### src/rtl/core/sscd_pkg.sv
// Shared types, constants and digit functions of the switch-count seven-segment driver.
package sscd_pkg;

  localparam int MAX_PAIRS_DEFAULT = 4;

  localparam int CFG_IDX_W = 1;
  localparam int CFG_DATA_W = 8;

  localparam logic [CFG_IDX_W-1:0] CFG_NUM_PAIRS  = 1'b0;
  localparam logic [CFG_IDX_W-1:0] CFG_INPUT_MASK = 1'b1;

  localparam logic [2:0] NUM_PAIRS_RESET  = 3'd2;
  localparam logic [7:0] INPUT_MASK_RESET = 8'hFF;
  localparam logic [7:0] SEG_BLANK        = 8'hFF;

  typedef struct packed {
    logic accept;     // input item taken this cycle
    logic load;       // load the output register with the current digit
    logic sent;       // output item taken this cycle
  } cmd_t;

  typedef struct packed {
    logic frame_change;  // accepted item ends a frame in which some count changed
    logic out_last;      // output register holds the final digit of the run
  } status_t;

  function automatic logic [3:0] pop8(input logic [7:0] v);
    logic [3:0] n;
    n = '0;
    for (int i = 0; i < 8; i++) begin
      n = n + 4'(v[i]);
    end
    return n;
  endfunction

  function automatic logic [3:0] tens_of(input logic [4:0] c);
    logic [3:0] t;
    if (c >= 5'd30) begin
      t = 4'd3;
    end else if (c >= 5'd20) begin
      t = 4'd2;
    end else if (c >= 5'd10) begin
      t = 4'd1;
    end else begin
      t = 4'd0;
    end
    return t;
  endfunction

  function automatic logic [3:0] units_of(input logic [4:0] c);
    logic [4:0] u;
    if (c >= 5'd30) begin
      u = c - 5'd30;
    end else if (c >= 5'd20) begin
      u = c - 5'd20;
    end else if (c >= 5'd10) begin
      u = c - 5'd10;
    end else begin
      u = c;
    end
    return u[3:0];
  endfunction

  // Active-low segment pattern; anything above nine blanks the digit.
  function automatic logic [7:0] seg_code(input logic [3:0] d);
    logic [7:0] s;
    unique case (d)
      4'd0:    s = 8'h40;
      4'd1:    s = 8'hF9;
      4'd2:    s = 8'h24;
      4'd3:    s = 8'h30;
      4'd4:    s = 8'h19;
      4'd5:    s = 8'h12;
      4'd6:    s = 8'h02;
      4'd7:    s = 8'h78;
      4'd8:    s = 8'h00;
      4'd9:    s = 8'h10;
      default: s = SEG_BLANK;
    endcase
    return s;
  endfunction

endpackage

### src/rtl/core/sscd_ctrl.sv
// Controller state machine: byte intake, digit load and digit send.
module sscd_ctrl (
  input  logic              clk,
  input  logic              rst,
  input  logic              s_tvalid,
  output logic              s_tready,
  output logic              m_tvalid,
  input  logic              m_tready,
  input  sscd_pkg::status_t sts,
  output sscd_pkg::cmd_t    cmd
);

  localparam logic [1:0] S_IN   = 2'd0;
  localparam logic [1:0] S_LOAD = 2'd1;
  localparam logic [1:0] S_SEND = 2'd2;

  logic [1:0] state;
  logic [1:0] state_next;

  always_comb begin
    s_tready   = (state == S_IN);
    m_tvalid   = (state == S_SEND);
    cmd.accept = s_tready & s_tvalid;
    cmd.load   = (state == S_LOAD);
    cmd.sent   = m_tvalid & m_tready;
  end

  always_comb begin
    state_next = state;
    unique case (state)
      S_IN: begin
        if (cmd.accept && sts.frame_change) begin
          state_next = S_LOAD;
        end
      end
      S_LOAD: begin
        state_next = S_SEND;
      end
      S_SEND: begin
        if (cmd.sent) begin
          state_next = sts.out_last ? S_IN : S_LOAD;
        end
      end
      default: begin
        state_next = S_IN;
      end
    endcase
  end

  always_ff @(posedge clk) begin
    if (rst) begin
      state <= S_IN;
    end else begin
      state <= state_next;
    end
  end

endmodule

### src/rtl/core/sscd_dp.sv
// Datapath: config registers, pair counting, stored counts and digit output register.
module sscd_dp #(
  parameter int MAX_PAIRS = sscd_pkg::MAX_PAIRS_DEFAULT
) (
  input  logic                              clk,
  input  logic                              rst,
  input  logic                              cfg_we,
  input  logic [sscd_pkg::CFG_IDX_W-1:0]    cfg_index,
  input  logic [sscd_pkg::CFG_DATA_W-1:0]   cfg_data,
  input  logic [7:0]                        in_byte,
  input  sscd_pkg::cmd_t                    cmd,
  output sscd_pkg::status_t                 sts,
  output logic [7:0]                        out_seg,
  output logic [2:0]                        out_pos,
  output logic [4:0]                        out_count,
  output logic                              out_chg,
  output logic                              out_last
);

  localparam int PW = (MAX_PAIRS > 1) ? $clog2(MAX_PAIRS) : 1;

  logic [2:0]           num_pairs;
  logic [7:0]           input_mask;
  logic                 byte_odd;
  logic [PW-1:0]        pair_idx;
  logic [3:0]           partial;
  logic [MAX_PAIRS-1:0] changed;
  logic [4:0]           stored [MAX_PAIRS];
  logic [PW-1:0]        emit_pair;
  logic                 emit_k;

  logic [PW-1:0]        last_pair;
  logic [PW-1:0]        rd_pair;
  logic [4:0]           rd_count;
  logic [4:0]           cnt;
  logic                 diff;
  logic [MAX_PAIRS-1:0] changed_now;
  logic                 frame_end;
  logic [3:0]           digit;

  always_comb begin
    if (num_pairs == 3'd0) begin
      last_pair = '0;
    end else if (32'(num_pairs) > MAX_PAIRS) begin
      last_pair = PW'(MAX_PAIRS - 1);
    end else begin
      last_pair = PW'(num_pairs - 3'd1);
    end
  end

  // Single read port: run position while loading a digit, frame position otherwise.
  assign rd_pair  = cmd.load ? emit_pair : pair_idx;
  assign rd_count = stored[rd_pair];

  assign cnt         = 5'(partial) + 5'(sscd_pkg::pop8(in_byte & input_mask));
  assign diff        = (cnt != rd_count);
  assign changed_now = changed | (diff ? (MAX_PAIRS'(1) << pair_idx) : '0);
  assign frame_end   = byte_odd && (pair_idx == last_pair);

  assign sts.frame_change = frame_end && (changed_now != '0);
  assign sts.out_last     = out_last;

  assign digit = emit_k ? sscd_pkg::units_of(rd_count) : sscd_pkg::tens_of(rd_count);

  always_ff @(posedge clk) begin
    if (rst) begin
      num_pairs  <= sscd_pkg::NUM_PAIRS_RESET;
      input_mask <= sscd_pkg::INPUT_MASK_RESET;
      byte_odd   <= 1'b0;
      pair_idx   <= '0;
      partial    <= '0;
      changed    <= '0;
      emit_pair  <= '0;
      emit_k     <= 1'b0;
    end else begin
      if (cfg_we) begin
        unique case (cfg_index)
          sscd_pkg::CFG_NUM_PAIRS: begin
            num_pairs <= cfg_data[2:0];
            byte_odd  <= 1'b0;
            pair_idx  <= '0;
            partial   <= '0;
            changed   <= '0;
          end
          sscd_pkg::CFG_INPUT_MASK: begin
            input_mask <= cfg_data;
          end
          default: begin
          end
        endcase
      end
      if (cmd.accept) begin
        emit_pair <= '0;
        emit_k    <= 1'b0;
        if (!byte_odd) begin
          partial  <= sscd_pkg::pop8(in_byte);
          byte_odd <= 1'b1;
        end else if (!frame_end) begin
          changed  <= changed_now;
          byte_odd <= 1'b0;
          pair_idx <= pair_idx + PW'(1);
        end else begin
          // frame end: flags stay only while the digit run is pending
          changed  <= sts.frame_change ? changed_now : '0;
          byte_odd <= 1'b0;
          pair_idx <= '0;
          partial  <= '0;
        end
      end
      if (cmd.sent) begin
        if (out_last) begin
          changed <= '0;
        end else if (emit_k) begin
          emit_k    <= 1'b0;
          emit_pair <= emit_pair + PW'(1);
        end else begin
          emit_k <= 1'b1;
        end
      end
    end
  end

  always_ff @(posedge clk) begin
    if (rst) begin
      for (int i = 0; i < MAX_PAIRS; i++) begin
        stored[i] <= '0;
      end
    end else if (cmd.accept && byte_odd && diff) begin
      stored[pair_idx] <= cnt;
    end
  end

  always_ff @(posedge clk) begin
    if (cmd.load) begin
      out_seg   <= sscd_pkg::seg_code(digit);
      out_pos   <= 3'({emit_pair, emit_k});
      out_count <= rd_count;
      out_chg   <= changed[emit_pair];
      out_last  <= (emit_pair == last_pair) && emit_k;
    end
  end

endmodule

### src/rtl/core/switch_count_seven_segment_driver.sv
// Top level of the switch-count seven-segment driver.
//
//   channel   direction  payload
//   s_*       in         tdata[7:0] switch_byte
//   m_*       out        tdata: segment_code, digit_position, pair_count; tuser: pair_changed;
//                        tlast: last_digit
//   cfg_*     in         index 0 num_pairs, index 1 input_mask
//
// Even bytes and frame ends without a change give no item.
// A frame end with a change starts a run of 2*pairs digits, each loaded and then sent
// after any output stall; no byte is taken during the run.
// Stored counts, config and the frame position are set by the synchronous reset.
// A num_pairs write drops the frame in progress.
module switch_count_seven_segment_driver #(
  parameter int MAX_PAIRS = sscd_pkg::MAX_PAIRS_DEFAULT
) (
  input  logic                            clk,
  input  logic                            rst,
  input  logic                            s_tvalid,
  output logic                            s_tready,
  input  logic [7:0]                      s_tdata,   // [7:0] switch_byte
  output logic                            m_tvalid,
  input  logic                            m_tready,
  output logic [15:0]                     m_tdata,   // [7:0] segment_code, [10:8] digit_position,
                                                     // [15:11] pair_count
  output logic                            m_tuser,   // [0] pair_changed
  output logic                            m_tlast,
  input  logic                            cfg_we,
  input  logic [sscd_pkg::CFG_IDX_W-1:0]  cfg_index,
  input  logic [sscd_pkg::CFG_DATA_W-1:0] cfg_data
);

  sscd_pkg::cmd_t    cmd;
  sscd_pkg::status_t sts;
  logic [7:0]        out_seg;
  logic [2:0]        out_pos;
  logic [4:0]        out_count;

  sscd_ctrl u_ctrl (
    .clk      (clk),
    .rst      (rst),
    .s_tvalid (s_tvalid),
    .s_tready (s_tready),
    .m_tvalid (m_tvalid),
    .m_tready (m_tready),
    .sts      (sts),
    .cmd      (cmd)
  );

  sscd_dp #(
    .MAX_PAIRS (MAX_PAIRS)
  ) u_dp (
    .clk       (clk),
    .rst       (rst),
    .cfg_we    (cfg_we),
    .cfg_index (cfg_index),
    .cfg_data  (cfg_data),
    .in_byte   (s_tdata),
    .cmd       (cmd),
    .sts       (sts),
    .out_seg   (out_seg),
    .out_pos   (out_pos),
    .out_count (out_count),
    .out_chg   (m_tuser),
    .out_last  (m_tlast)
  );

  assign m_tdata = {out_count, out_pos, out_seg};

endmodule

### config.mk
export PLATFORM = sky130hd
export DESIGN_NAME = switch_count_seven_segment_driver
export DESIGN_NICKNAME = d
export VERILOG_FILES = /design/src/rtl/core/sscd_pkg.sv /design/src/rtl/core/sscd_ctrl.sv /design/src/rtl/core/sscd_dp.sv /design/src/rtl/core/switch_count_seven_segment_driver.sv
export SDC_FILE = /design/constraint.sdc
export NUM_CORES = 1
export LEC_CHECK = 0
export BUFFER_PORTS_ARGS = -buffer_cell sky130_fd_sc_hd__buf_2
export CAP_MARGIN = 30
export CELL_PAD_IN_SITES_DETAIL_PLACEMENT = 2
export CELL_PAD_IN_SITES_GLOBAL_PLACEMENT = 2
export CORE_MARGIN = 2
export CORE_UTILIZATION = 38
export CTS_CLUSTER_DIAMETER = 100
export DETAILED_ROUTE_END_ITERATION = 7
export PLACE_DENSITY = 0.92
export SYNTH_ARGS = -nofsm -noshare
export SYNTH_HDL_FRONTEND = slang
export SYNTH_SLANG_ARGS = --single-unit
### constraint.sdc
create_clock -name clk -period 8.06 [get_ports clk]
set_input_delay 1.612 -clock clk [delete_from_list [all_inputs] [get_ports clk]]
set_output_delay 1.612 -clock clk [all_outputs]
set_load 0.005 [all_outputs]
# Yosys cells after proc, flatten, opt, wreduce, memory -nomap -nowiden
# Memory sizes are Yosys's and may differ from the RTL's. A register that Yosys moved wholly into a read port is not among the register bits.
# Index checks and enable logic that the tools add are counted.
# Widths: inputs -> output; s select.
word_totals:
  register_bits: 37
  ram_bits: 20
  inputBits: 22
  memories: 2
  rom_bits: 128
mem_list:
  columns: ["name", "depth", "word_bits", "read_ports", "rd_clocked_by_memory_dff", "wr", "line_no", "source"]
  rows:
  - ["(no name shown)", 16, 8, 1, 1, 0, "sscd_pkg.sv:67", "unique case (d)"]
  - ["u_dp.stored", 4, 5, 1, 0, 4, "sscd_dp.sv:28", "logic [4:0] stored [MAX_PAIRS];"]
classes:
  bitwise: 5
  eq_ne: 8
  order_cmp: 5
  n_shift: 1
  add_sub_neg: 21
  n_reduce_logical: 15
  n_mux: 55
op_table:
  columns: ["operator", "count"]
  rows:
  - ["$mux 4", 20]
  - ["$add 4x1->4", 12]
  - ["$mux 2", 15]
  - ["$mux 1", 17]
  - ["$ge 5x5->1 const B", 2]
  - ["$and 8x8->8", 1]
  - ["$reduce_and 2->1", 4]
  - ["$sub 4x4->4 const B", 2]
  - ["$logic_and 1x1->1", 6]
  - ["$ne 2x1->1 const B", 3]
  - ["$pmux 2 s3", 1]
  - ["$add 4x4->5", 1]
  - ["$ge 5x4->1 const B", 1]
  - ["$mux 5", 1]
  - ["$ne 5x5->1", 1]
  - ["$reduce_or 5->1", 1]
  - ["$add 1x1->2", 2]
  - ["$add 2x1->2 const B", 2]
  - ["$eq 2x2->1", 2]
  - ["$or 4x4->4", 1]
  - ["$reduce_bool 4->1", 1]
  - ["$shl 1x2->4 const A", 1]
  - ["$sub 4x3->4 const B", 1]
  - ["$gt 3x3->1 const B", 1]
  - ["10 further kinds", 11]

# Depth between registers and ports, before layout
# Gate-level depths: netlist (run 1).
depth:
  word_depth: 20
  depth_mapped: 19
  mapped_depth_nobuf: 18

# Modules after synthesis
# Synthesis (run 1) repeated with hierarchy kept, for this count alone.
hier_totals:
  cells_unflattened: 399
  area_unflattened_um2: 4017.6
modules_own_cells:
  columns: ["mod", "instances", "cells_each", "seq_area_each_um2", "area_per_inst_um2"]
  rows:
  - ["sscd_dp", 1, 386, 1641.6, 3901.2]
  - ["sscd_ctrl", 1, 13, 40.0, 116.4]

# Worst setup path before layout (run 1)
# Ideal clock, no wire load.
synth_path:
  kind: "input to register"
  startpoint: "in s_tdata[0]"
  endpoint: "mem u_dp.stored[0][0], enable pin"
  required_ns: 7.684
  n_path_buf: 0
  arrival_ns: 6.195
  setup_slack_ns: 1.489
  cell_stages: 18
  cell_sequence: "and2_1 ha_1 inv_1 fa_1 inv_1 fa_1 fa_1 inv_1 fa_1 inv_1 ha_1 a21o_1 a21oi_1 xor2_1 xnor2_1 a41oi_2 nand2_1 o31ai_1"
synth_lines:
  columns: ["element", "line_no", "source"]
  rows:
  - ["start: declaration", "switch_count_seven_segment_driver.sv:21", "input logic [7:0] s_tdata,"]
  - ["end: declaration", "sscd_dp.sv:28", null]

==> metrics.json, run 1 <==
{
  "place.detailed.instances": 542,
  "setup-violations-final": 0,
  "final_gp_congestion": 0.7973,
  "holdCritPathClass": "flip-flop to flip-flop",
  "diodes": 0,
  "setup_skew_after_layout_ps": 6.082,
  "synth_area_sq_mm": 0.003812,
  "timing.rr.start": "u_dp.input_mask[0]",
  "synth_enable_flop_cells": 38,
  "post-cts-setup-buffer-count": 0,
  "core.rowCount": 36,
  "synthesis.area_per_instance_sq_um": 10.09,
  "final-max-slew-violation-count": 0,
  "peak_per_stage_delay_on_the_critical_path_ps": 700,
  "crit_path_cell_trace": "buf_2 > and2_1 > ha_1 > inv_1 > fa_1 > inv_1 > fa_1 > fa_1 > inv_1 > fa_1 > inv_1 > ha_1 > a21o_1 > a21oi_1 > xor2_1 > xnor2_1 > a41oi_2 > nand2_1 > o31ai_1",
  "clock_tree.root_cell": "sky130_fd_sc_hd__clkbuf_8",
  "postSynthRegisterBits": 65,
  "timing.critical_path.to_type": "flip-flop",
  "vias_in_the_first_global_route": 3362,
  "highest_delay_cell_along_the_critical_path": "sky130_fd_sc_hd__o31ai_1",
  "cts.sinks": 65,
  "rr_endpoint": "u_dp.stored[0][3]",
  "ir_worst_vdd_mv": 0.1205,
  "first_pass_iters": 4,
  "max_freq_mhz": 141.2,
  "vias": 2994,
  "layout-drive-gt1-share_pct": 16.51,
  "rrSetupSlack_ps": 2040,
  "ctsResizeCount": 0,
  "rsz0062_at_grt": "no",
  "most-common-layout-cells": "41 x sky130_fd_sc_hd__nand2_1, 41 x sky130_fd_sc_hd__buf_2, 39 x sky130_fd_sc_hd__nor2_1, 38 x sky130_fd_sc_hd__inv_1, 38 x sky130_fd_sc_hd__edfxtp_1",
  "startpoint": "s_tdata[0]",
  "final.period_utilization_pct": 87.84,
  "area.sequential_sq_mm": 0.001682,
  "post_synthesis_net_count": 433,
  "cts_h_tree_depth": 3,
  "min_from": "u_dp.input_mask[1]",
  "flow.area_growth_from_synthesis_pct": 13.52,
  "die_area_sq_mm": 0.01085,
  "tritoncts_clock_tree": "built",
  "clock_network_latency_to_the_later_pin_of_the_worst_skew_pair_ps": 350,
  "power_density_over_cell_area_mw_per_mm2": 210.2,
  "starting_density_of_the_core_pct": 39.00,
  "wl_per_cell_um": 19.72,
  "multi_input_comb_area_sq_mm": 0.001928,
  "hold_slack_ps": 475.4,
  "vias_per_cell": 5.375,
  "cts_made_buffers": 9,
  "final_antenna_net_count": 0,
  "cts_hold_buffers": 0,
  "fill_cells": 1076,
  "cp.arrival_ps": 7060,
  "cts.reportedPaths.clkPinSlew_ps": 70,
  "p_total_uw": 909.8,
  "synth.yosys.seq_area_share_pct": 44.11,
  "report.final.hold_viol_count": 0,
  "cp-start-kind": "input port",
  "netlist-cell-type-count": 56,
  "globalRoute.totalOverflow": 0,
  "synthesis.instances": 378,
  "drc_errors": 0,
  "timing.setup.critical_path_class": "input port to flip-flop",
  "ys_async_sr_fraction_pct": 0,
  "worst-slew-pin-transition_ps": 950.1,
  "synthFlopType": "sky130_fd_sc_hd__edfxtp_1",
  "core_area_sq_mm": 0.009774,
  "grtUsageTotal_pct": 21.45,
  "layout_net_count": 475,
  "drt_iter0_markers": 93,
  "largest_net_degree_at_the_start_of_global_routing": 20,
  "bufs_on_longest_clock_path": 2,
  "r2r.worst_path.cells": 18,
  "drv.max_cap_violation_count": 0,
  "wirelength_um": 10990,
  "floorplan.io_pins": 42,
  "initial_antenna_violation_count": 0,
  "final_cells": 557,
  "final_period_minus_worst_setup_slack_ps": 7080,
  "die_extent_in_y_um": 104.2,
  "portBuffers": 41,
  "p_leak_uw": 0.001856,
  "grt_first_pass_wirelength_um": 17980,
  "dpl.hpwl_um": 8607,
  "dieWidth_um": 104.2,
  "required_ps": 8040,
  "synth_warnings": 0,
  "slew_headroom_pct": 36.23,
  "setup_total_negative_slack_ps": 0,
  "run_status": "complete, no violations",
  "critical_path.max_fanout": 9,
  "cp-endpoint": "u_dp.stored[0][3]"
}
-- sequential cells by signal, summed over array words and instances (netlist names), 3 cells and up --
| signal | count |
|---|---|
| u_dp.stored | 20 |
| u_dp.input_mask | 8 |
| u_dp.out_seg | 8 |
| u_dp.out_count | 5 |
| u_dp.changed | 4 |
| u_dp.partial | 4 |
| u_dp.num_pairs | 3 |
| u_dp.out_pos | 3 |
-- synth_stat cells, types with 2 or more instances --
cell type / instances / area share [%]
sky130_fd_sc_hd__inv_1: 38 / 3.7
sky130_fd_sc_hd__fa_1: 9 / 4.7
sky130_fd_sc_hd__nor3_1: 6 / 0.79
sky130_fd_sc_hd__nand2_1: 41 / 4.0
sky130_fd_sc_hd__buf_6: 2 / 0.59
sky130_fd_sc_hd__nand2b_1: 3 / 0.49
sky130_fd_sc_hd__a22oi_1: 8 / 1.6
sky130_fd_sc_hd__mux2_2: 2 / 0.59
sky130_fd_sc_hd__nand3_1: 26 / 3.4
sky130_fd_sc_hd__nor2_1: 39 / 3.8
sky130_fd_sc_hd__or4_1: 2 / 0.39
sky130_fd_sc_hd__nand4_1: 5 / 0.82
sky130_fd_sc_hd__ha_1: 24 / 7.9
sky130_fd_sc_hd__nor2b_1: 3 / 0.49
sky130_fd_sc_hd__xnor2_1: 11 / 2.5
sky130_fd_sc_hd__a32o_1: 2 / 0.53
sky130_fd_sc_hd__edfxtp_1: 38 / 30
sky130_fd_sc_hd__a21o_1: 7 / 1.4
sky130_fd_sc_hd__o21ai_0: 2 / 0.26
sky130_fd_sc_hd__and2_1: 7 / 1.1
sky130_fd_sc_hd__o21a_1: 3 / 0.59
sky130_fd_sc_hd__clkbuf_1: 7 / 0.69
sky130_fd_sc_hd__xor2_1: 3 / 0.69
sky130_fd_sc_hd__mux4_2: 2 / 1.2
sky130_fd_sc_hd__mux2i_1: 11 / 2.9
sky130_fd_sc_hd__a21oi_1: 19 / 2.5
sky130_fd_sc_hd__o211ai_1: 3 / 0.59
sky130_fd_sc_hd__dfxtp_1: 27 / 14
-- worst min path at each step --
stage                         endpoint  cells after the start
detailed placement  u_dp.input_mask[1]                      2
finish              u_dp.input_mask[1]                      2
CTS                 u_dp.input_mask[4]                      2
floorplan              u_dp.out_pos[1]                      0
global placement    u_dp.input_mask[6]                      2
global route        u_dp.input_mask[1]                      2
-- worst max-delay path, delay by kind of cell --
kind,cells,cell delay (ps)
buf+inv,5,400
compound gates,4,1520
fa+ha+maj,6,2470
xor+xnor,2,640
simple gates,2,420
-- cells by family (layout without fill, tap and decap cells) --
family | Yosys count | in the layout | synth area share, %
buffers and inverters | 49 | 95 | 5.317
adder cells (fa/ha/maj) | 33 | 33 | 12.60
multiplexers | 18 | 18 | 6.006
AO/OA/AOI/OAI | 60 | 60 | 11.85
flip-flops | 65 | 65 | 44.11
AND/OR/NAND/NOR | 139 | 139 | 16.90
XOR/XNOR | 14 | 14 | 3.216
-- metal layers --
layer / global-route usage, % / routed length (um) / vias to the layer above
met3: 3.822 / 274 / 21
li1: - / - / 1408
met2: 42.15 / 6189 / 55
met4: 8.398 / 257 / 0
met1: 22.28 / 4263 / 1510
met5: 0 / 0 / -
-- through the flow --
stage          cell area, sq um  setup slack (ps)  util (%)
2_1_floorplan              3812              1489         -
3_3_place_gp               4128              1103     42.23
3_5_place_dp               4128             682.7     42.23
4_1_cts                    4328             973.3     44.28
5_1_grt                    4328             708.6     44.28
6_report                   4328             980.3     44.28
-- area by class of cell --
| type | instances | share of cell area, % |
|---|---|---|
| multi-input combinational | 264 | 44.55 |
| clock inverter | 4 | 1.590 |
| timing repair buffer | 41 | 4.741 |
| sequential | 65 | 38.86 |
| tap | 133 | 3.845 |
| clock buffer | 11 | 3.036 |
| inverter | 39 | 3.382 |
-- report_power, final --
part | switching, uW | internal, uW | total (uW)
logic | 148 | 91.8 | 240
registers | 9.85 | 367 | 376
clock network | 122 | 171 | 293
total | 280 | 630 | 910
(Power assumes the default switching activity.)
==> run 2: changes to the inputs <==
--- a/config.mk
+++ b/config.mk
@@ -16,4 +16,5 @@
 export PLACE_DENSITY = 0.92
 export SYNTH_ARGS = -nofsm -noshare
 export SYNTH_HDL_FRONTEND = slang
+export SYNTH_HIERARCHICAL = 1
 export SYNTH_SLANG_ARGS = --single-unit
==> run 2 against run 1 <==
  * Maximum frequency up 15%
  * Flip-flop and latch count unchanged
  * Utilization down 0.27 points
  * Total power increased by 5.6%
  * Combinational power grew 20%
  * Sequential power about the same
  * Synthesized cell count grew 5.6%
  * Clock power barely moved
  * Clock-buffer cell count did not move
  * Clock skew grew 5.7 ps
  * Routed wire length rose by 7.5%
  * Critical endpoint is now u_dp/stored[3][2]
  * Largest cell class unchanged
==> metrics.json, run 2 <==
{
  "dieWidth": {"value": 106.8, "unit": "um", "change": "was 104.2 um"},
  "drv.max_cap_violation_count": {"value": 0, "change": "unchanged"},
  "synth_enable_flop_cells": {"value": 38, "change": "unchanged"},
  "holdCritPathClass": {"value": "flip-flop to flip-flop", "change": "unchanged"},
  "p_total": {"value": 961.1, "unit": "uW", "change": "was 909.8 uW"},
  "bufs_on_longest_clock_path": {"value": 2, "change": "unchanged"},
  "final_antenna_net_count": {"value": 0, "change": "unchanged"},
  "register_name_with_the_most_flops": {"value": "u_dp/stored", "change": "was u_dp.stored"},
  "cts_hold_buffers": {"value": 0, "change": "unchanged"},
  "setup_total_negative_slack": {"value": 0, "unit": "ps", "change": "unchanged"},
  "reg_top3": {"value": "u_dp/stored x20, u_dp/input_mask x8, u_dp/out_seg x8", "change": "was u_dp.stored x20, u_dp.input_mask x8, u_dp.out_seg x8"},
  "synth.yosys.seq_area_share": {"value": 41.86, "unit": "%", "change": "was 44.11%"},
  "fill_cells": {"value": 1145, "change": "was 1,076"},
  "netlist.area_leader.share": {"value": 28.40, "unit": "%", "change": "was 29.93%"},
  "die_area": {"value": 0.01141, "unit": "sq mm", "change": "was 0.01085 sq mm"},
  "rrSetupSlack": {"value": 2950, "unit": "ps", "change": "was 2040 ps"},
  "ir_worst_vdd": {"value": 0.09564, "unit": "mV", "change": "was 0.1205 mV"},
  "required": {"value": 8040, "unit": "ps", "change": "about the same"},
  "starting_density_of_the_core": {"value": 39.09, "unit": "%", "change": "was 39.00%"},
  "vias_per_cell": {"value": 5.631, "change": "was 5.375"},
  "synth_most_common_cell": {"value": "sky130_fd_sc_hd__inv_1", "change": "was sky130_fd_sc_hd__nand2_1"},
  "clock_tree.root_cell": {"value": "sky130_fd_sc_hd__clkbuf_8", "change": "unchanged"},
  "cp-start-kind": {"value": "input port", "change": "unchanged"},
  "initial_antenna_violation_count": {"value": 0, "change": "unchanged"},
  "final_period_minus_worst_setup_slack": {"value": 6142, "unit": "ps", "change": "was 7080 ps"},
  "synthesis.area_per_instance": {"value": 10.07, "unit": "sq um", "change": "was 10.09 sq um"},
  "largest_register_ffs": {"value": 20, "change": "unchanged"},
  "met1_usage": {"value": 25.84, "unit": "%", "change": "was 22.28%"},
  "most-common-layout-cells": {"value": "41 x sky130_fd_sc_hd__buf_2, 41 x sky130_fd_sc_hd__inv_1, 38 x sky130_fd_sc_hd__edfxtp_1, 35 x sky130_fd_sc_hd__nand2_1, 27 x sky130_fd_sc_hd__dfxtp_1", "change": "was 41 x sky130_fd_sc_hd__nand2_1, 41 x sky130_fd_sc_hd__buf_2, 39 x sky130_fd_sc_hd__nor2_1, 38 x sky130_fd_sc_hd__inv_1, 38 x sky130_fd_sc_hd__edfxtp_1"},
  "layout-drive-gt1-share": {"value": 17.87, "unit": "%", "change": "was 16.51%"},
  "drc_errors": {"value": 0, "change": "unchanged"},
  "setup-violations-final": {"value": 0, "change": "unchanged"},
  "clock_network_latency_to_the_later_pin_of_the_worst_skew_pair": {"value": 360, "unit": "ps", "change": "was 350 ps"},
  "final-max-slew-violation-count": {"value": 0, "change": "unchanged"},
  "worst-slew-pin-transition": {"value": 863.4, "unit": "ps", "change": "was 950.1 ps"},
  "core.rowCount": {"value": 37, "change": "was 36"},
  "timing.rr.start": {"value": "u_dp/input_mask[1]", "change": "was u_dp.input_mask[0]"},
  "slew_headroom": {"value": 41.95, "unit": "%", "change": "was 36.23%"},
  "setup_skew_after_layout": {"value": 11.79, "unit": "ps", "change": "was 6.082 ps"},
  "startpoint": {"value": "s_tdata[1]", "change": "was s_tdata[0]"},
  "core_area": {"value": 0.01028, "unit": "sq mm", "change": "was 0.009774 sq mm"},
  "largest_net_degree_at_the_start_of_global_routing": {"value": 21, "change": "was 20"},
  "synth_warnings": {"value": 6, "change": "was 0"},
  "die_extent_in_y": {"value": 106.8, "unit": "um", "change": "was 104.2 um"},
  "postSynthRegisterBits": {"value": 65, "change": "unchanged"},
  "rr_endpoint": {"value": "u_dp/stored[3][2]", "change": "was u_dp.stored[0][3]"},
  "grt_first_pass_wirelength": {"value": 19260, "unit": "um", "change": "was 17,980 um"},
  "synth_area": {"value": 0.004018, "unit": "sq mm", "change": "was 0.003812 sq mm"},
  "flow.area_growth_from_synthesis": {"value": 12.58, "unit": "%", "change": "was 13.52%"},
  "floorplan.io_pins": {"value": 42, "change": "unchanged"},
  "cts.reportedPaths.clkPinSlew": {"value": 70, "unit": "ps", "change": "about the same"},
  "post_synthesis_net_count": {"value": 454, "change": "was 433"},
  "power_density_over_cell_area": {"value": 212.5, "unit": "mW/mm^2", "change": "was 210.2 mW/mm^2"},
  "timing.setup.critical_path_class": {"value": "input port to flip-flop", "change": "unchanged"},
  "cp-endpoint": {"value": "u_dp/stored[3][2]", "change": "was u_dp.stored[0][3]"},
  "ctsResizeCount": {"value": 0, "change": "unchanged"},
  "yosys-top-cells-area": {"value": "sky130_fd_sc_hd__edfxtp_1 28%, sky130_fd_sc_hd__dfxtp_1 13%, sky130_fd_sc_hd__ha_1 7.5%", "change": "was sky130_fd_sc_hd__edfxtp_1 30%, sky130_fd_sc_hd__dfxtp_1 14%, sky130_fd_sc_hd__ha_1 7.9%"},
  "wl_per_cell": {"value": 20.43, "unit": "um", "change": "was 19.72 um"},
  "gr-usage-met2": {"value": 40.17, "unit": "%", "change": "was 42.15%"},
  "vias": {"value": 3255, "change": "was 2,994"},
  "synth.cells.most_frequent": {"value": "41 x sky130_fd_sc_hd__inv_1, 38 x sky130_fd_sc_hd__edfxtp_1, 35 x sky130_fd_sc_hd__nand2_1", "change": "was 41 x sky130_fd_sc_hd__nand2_1, 39 x sky130_fd_sc_hd__nor2_1, 38 x sky130_fd_sc_hd__edfxtp_1, 38 x sky130_fd_sc_hd__inv_1, 27 x sky130_fd_sc_hd__dfxtp_1"},
  "netlist-cell-type-count": {"value": 63, "change": "was 56"},
  "timing.critical_path.to_type": {"value": "flip-flop", "change": "unchanged"},
  "vias_in_the_first_global_route": {"value": 3707, "change": "was 3,362"},
  "top_usage_layer": {"value": "met2", "change": "unchanged"},
  "synthesis.instances": {"value": 399, "change": "was 378"},
  "run_status": {"value": "complete, no violations", "change": "unchanged"},
  "timing.hold.worst_path_depth": {"value": 2, "change": "unchanged"},
  "pre_cts_ws": {"value": 1545, "unit": "ps", "change": "was 682.7 ps"},
  "portBuffers": {"value": 41, "change": "unchanged"},
  "p_leak": {"value": 0.001846, "unit": "uW", "change": "was 0.001856 uW"},
  "cts_made_buffers": {"value": 9, "change": "unchanged"},
  "final.period_utilization": {"value": 76.20, "unit": "%", "change": "was 87.84%"},
  "final_gp_congestion": {"value": 0.8564, "change": "was 0.7973"},
  "report.final.hold_viol_count": {"value": 0, "change": "unchanged"},
  "diodes": {"value": 0, "change": "unchanged"},
  "first_pass_iters": {"value": 4, "change": "unchanged"},
  "dpl.hpwl": {"value": 8715, "unit": "um", "change": "was 8607 um"},
  "cts.sinks": {"value": 65, "change": "unchanged"},
  "r2r.worst_path.cells": {"value": 15, "change": "was 18"},
  "ys_async_sr_fraction": {"value": 0, "unit": "%", "change": "unchanged"},
  "setup_slack": {"value": 1918, "unit": "ps", "change": "was 980.3 ps"},
  "synth_largest_area_cell": {"value": "sky130_fd_sc_hd__edfxtp_1", "change": "unchanged"},
  "drt_iter0_markers": {"value": 164, "change": "was 93"},
  "critical_path.max_fanout": {"value": 7, "change": "was 9"},
  "synthFlopType": {"value": "sky130_fd_sc_hd__edfxtp_1", "change": "unchanged"},
  "layout_net_count": {"value": 492, "change": "was 475"},
  "globalRouteMet3Util": {"value": 3.283, "unit": "%", "change": "was 3.822%"},
  "cp.arrival": {"value": 6120, "unit": "ps", "change": "was 7060 ps"},
  "wirelength": {"value": 11810, "unit": "um", "change": "was 10,990 um"},
  "rsz0062_at_grt": {"value": "no", "change": "unchanged"},
  "grtUsageTotal": {"value": 22.08, "unit": "%", "change": "was 21.45%"},
  "max_freq": {"value": 162.8, "unit": "MHz", "change": "was 141.2 MHz"},
  "tritoncts_clock_tree": {"value": "built", "change": "unchanged"},
  "post-cts-setup-buffer-count": {"value": 0, "change": "unchanged"},
  "cts_h_tree_depth": {"value": 3, "change": "unchanged"},
  "globalRoute.totalOverflow": {"value": 0, "change": "unchanged"}
}
-- run 2: worst min path at each step --
stage | slack [ps] | end | from
after global routing | 490 | u_dp/num_pairs[2] | u_dp/num_pairs[2]
after CTS | 480 | u_dp/num_pairs[2] | u_dp/num_pairs[2]
after global placement | 450 | u_dp/input_mask[5] | u_dp/input_mask[5]
after floorplan | 430 | u_dp/input_mask[3] | u_dp/input_mask[3]
after detailed placement | 470 | u_dp/num_pairs[2] | u_dp/num_pairs[2]
final | 470 | u_dp/input_mask[5] | u_dp/input_mask[5]
-- run 2: through the flow --
stage / cells / hold WS [ps] / instance area [sq um] / util [%]
5_1_grt: 578 / 488.7 / 4523 / 44.01
4_1_cts: 578 / 482.8 / 4523 / 44.01
2_1_floorplan: 399 / 432.0 / 4018 / -
3_5_place_dp: 562 / 470.9 / 4318 / 42.01
3_3_place_gp: 562 / 452.5 / 4318 / 42.01
6_report: 578 / 474.2 / 4523 / 44.01
-- run 2: metal layers --
| metal | vias up | wire, um | part of all wire [%] |
|---|---|---|---|
| li1 | 1502 | - | - |
| met2 | 81 | 6314 | 53 |
| met3 | 20 | 350 | 3.0 |
| met1 | 1652 | 4892 | 41 |
| met4 | 0 | 252 | 2.1 |
| met5 | - | 0 | 0 |
-- run 2: power by group --
group	switching (uW)	leakage [uW]	internal [uW]
Combinational	183	0.00115	105
Sequential	9.69	0.000590	367
Clock	137	0.000109	159
-- run 2: cell type report --
class	count	area, sq um	share of cell area [%]
clock buffers	11	151.4	3.347
clock inverters	5	53.80	1.189
inverters	43	161.4	3.568
multi-input cells	275	2085	46.09
flip-flops and latches	65	1682	37.18
well taps	136	170.2	3.762
repair buffers	43	220.2	4.869
-- run 2: worst max-delay path, stage by stage --
cell and delay (ps):
sky130_fd_sc_hd__buf_2 110, sky130_fd_sc_hd__nand2_1 80, sky130_fd_sc_hd__fa_1 540, sky130_fd_sc_hd__fa_1 530, sky130_fd_sc_hd__fa_1 510, sky130_fd_sc_hd__inv_1 50, sky130_fd_sc_hd__fa_1 430, sky130_fd_sc_hd__inv_1 90
sky130_fd_sc_hd__fa_1 220, sky130_fd_sc_hd__inv_1 50, sky130_fd_sc_hd__a21o_1 150, sky130_fd_sc_hd__a21oi_1 360, sky130_fd_sc_hd__xnor2_1 110, sky130_fd_sc_hd__nand3_1 220, sky130_fd_sc_hd__o21ai_0 270, sky130_fd_sc_hd__o31ai_1 760
-- run 2: cells by family (layout without fill, tap and decap cells) --
logic type	Yosys count	in the layout	synth area share (%)
compound gates	82	82	15.10
mux	18	18	6.229
fa+ha+maj	33	33	11.96
flops	65	65	41.86
buf+inv	59	102	6.322
simple gates	133	133	16.57
xor+xnor	9	9	1.962
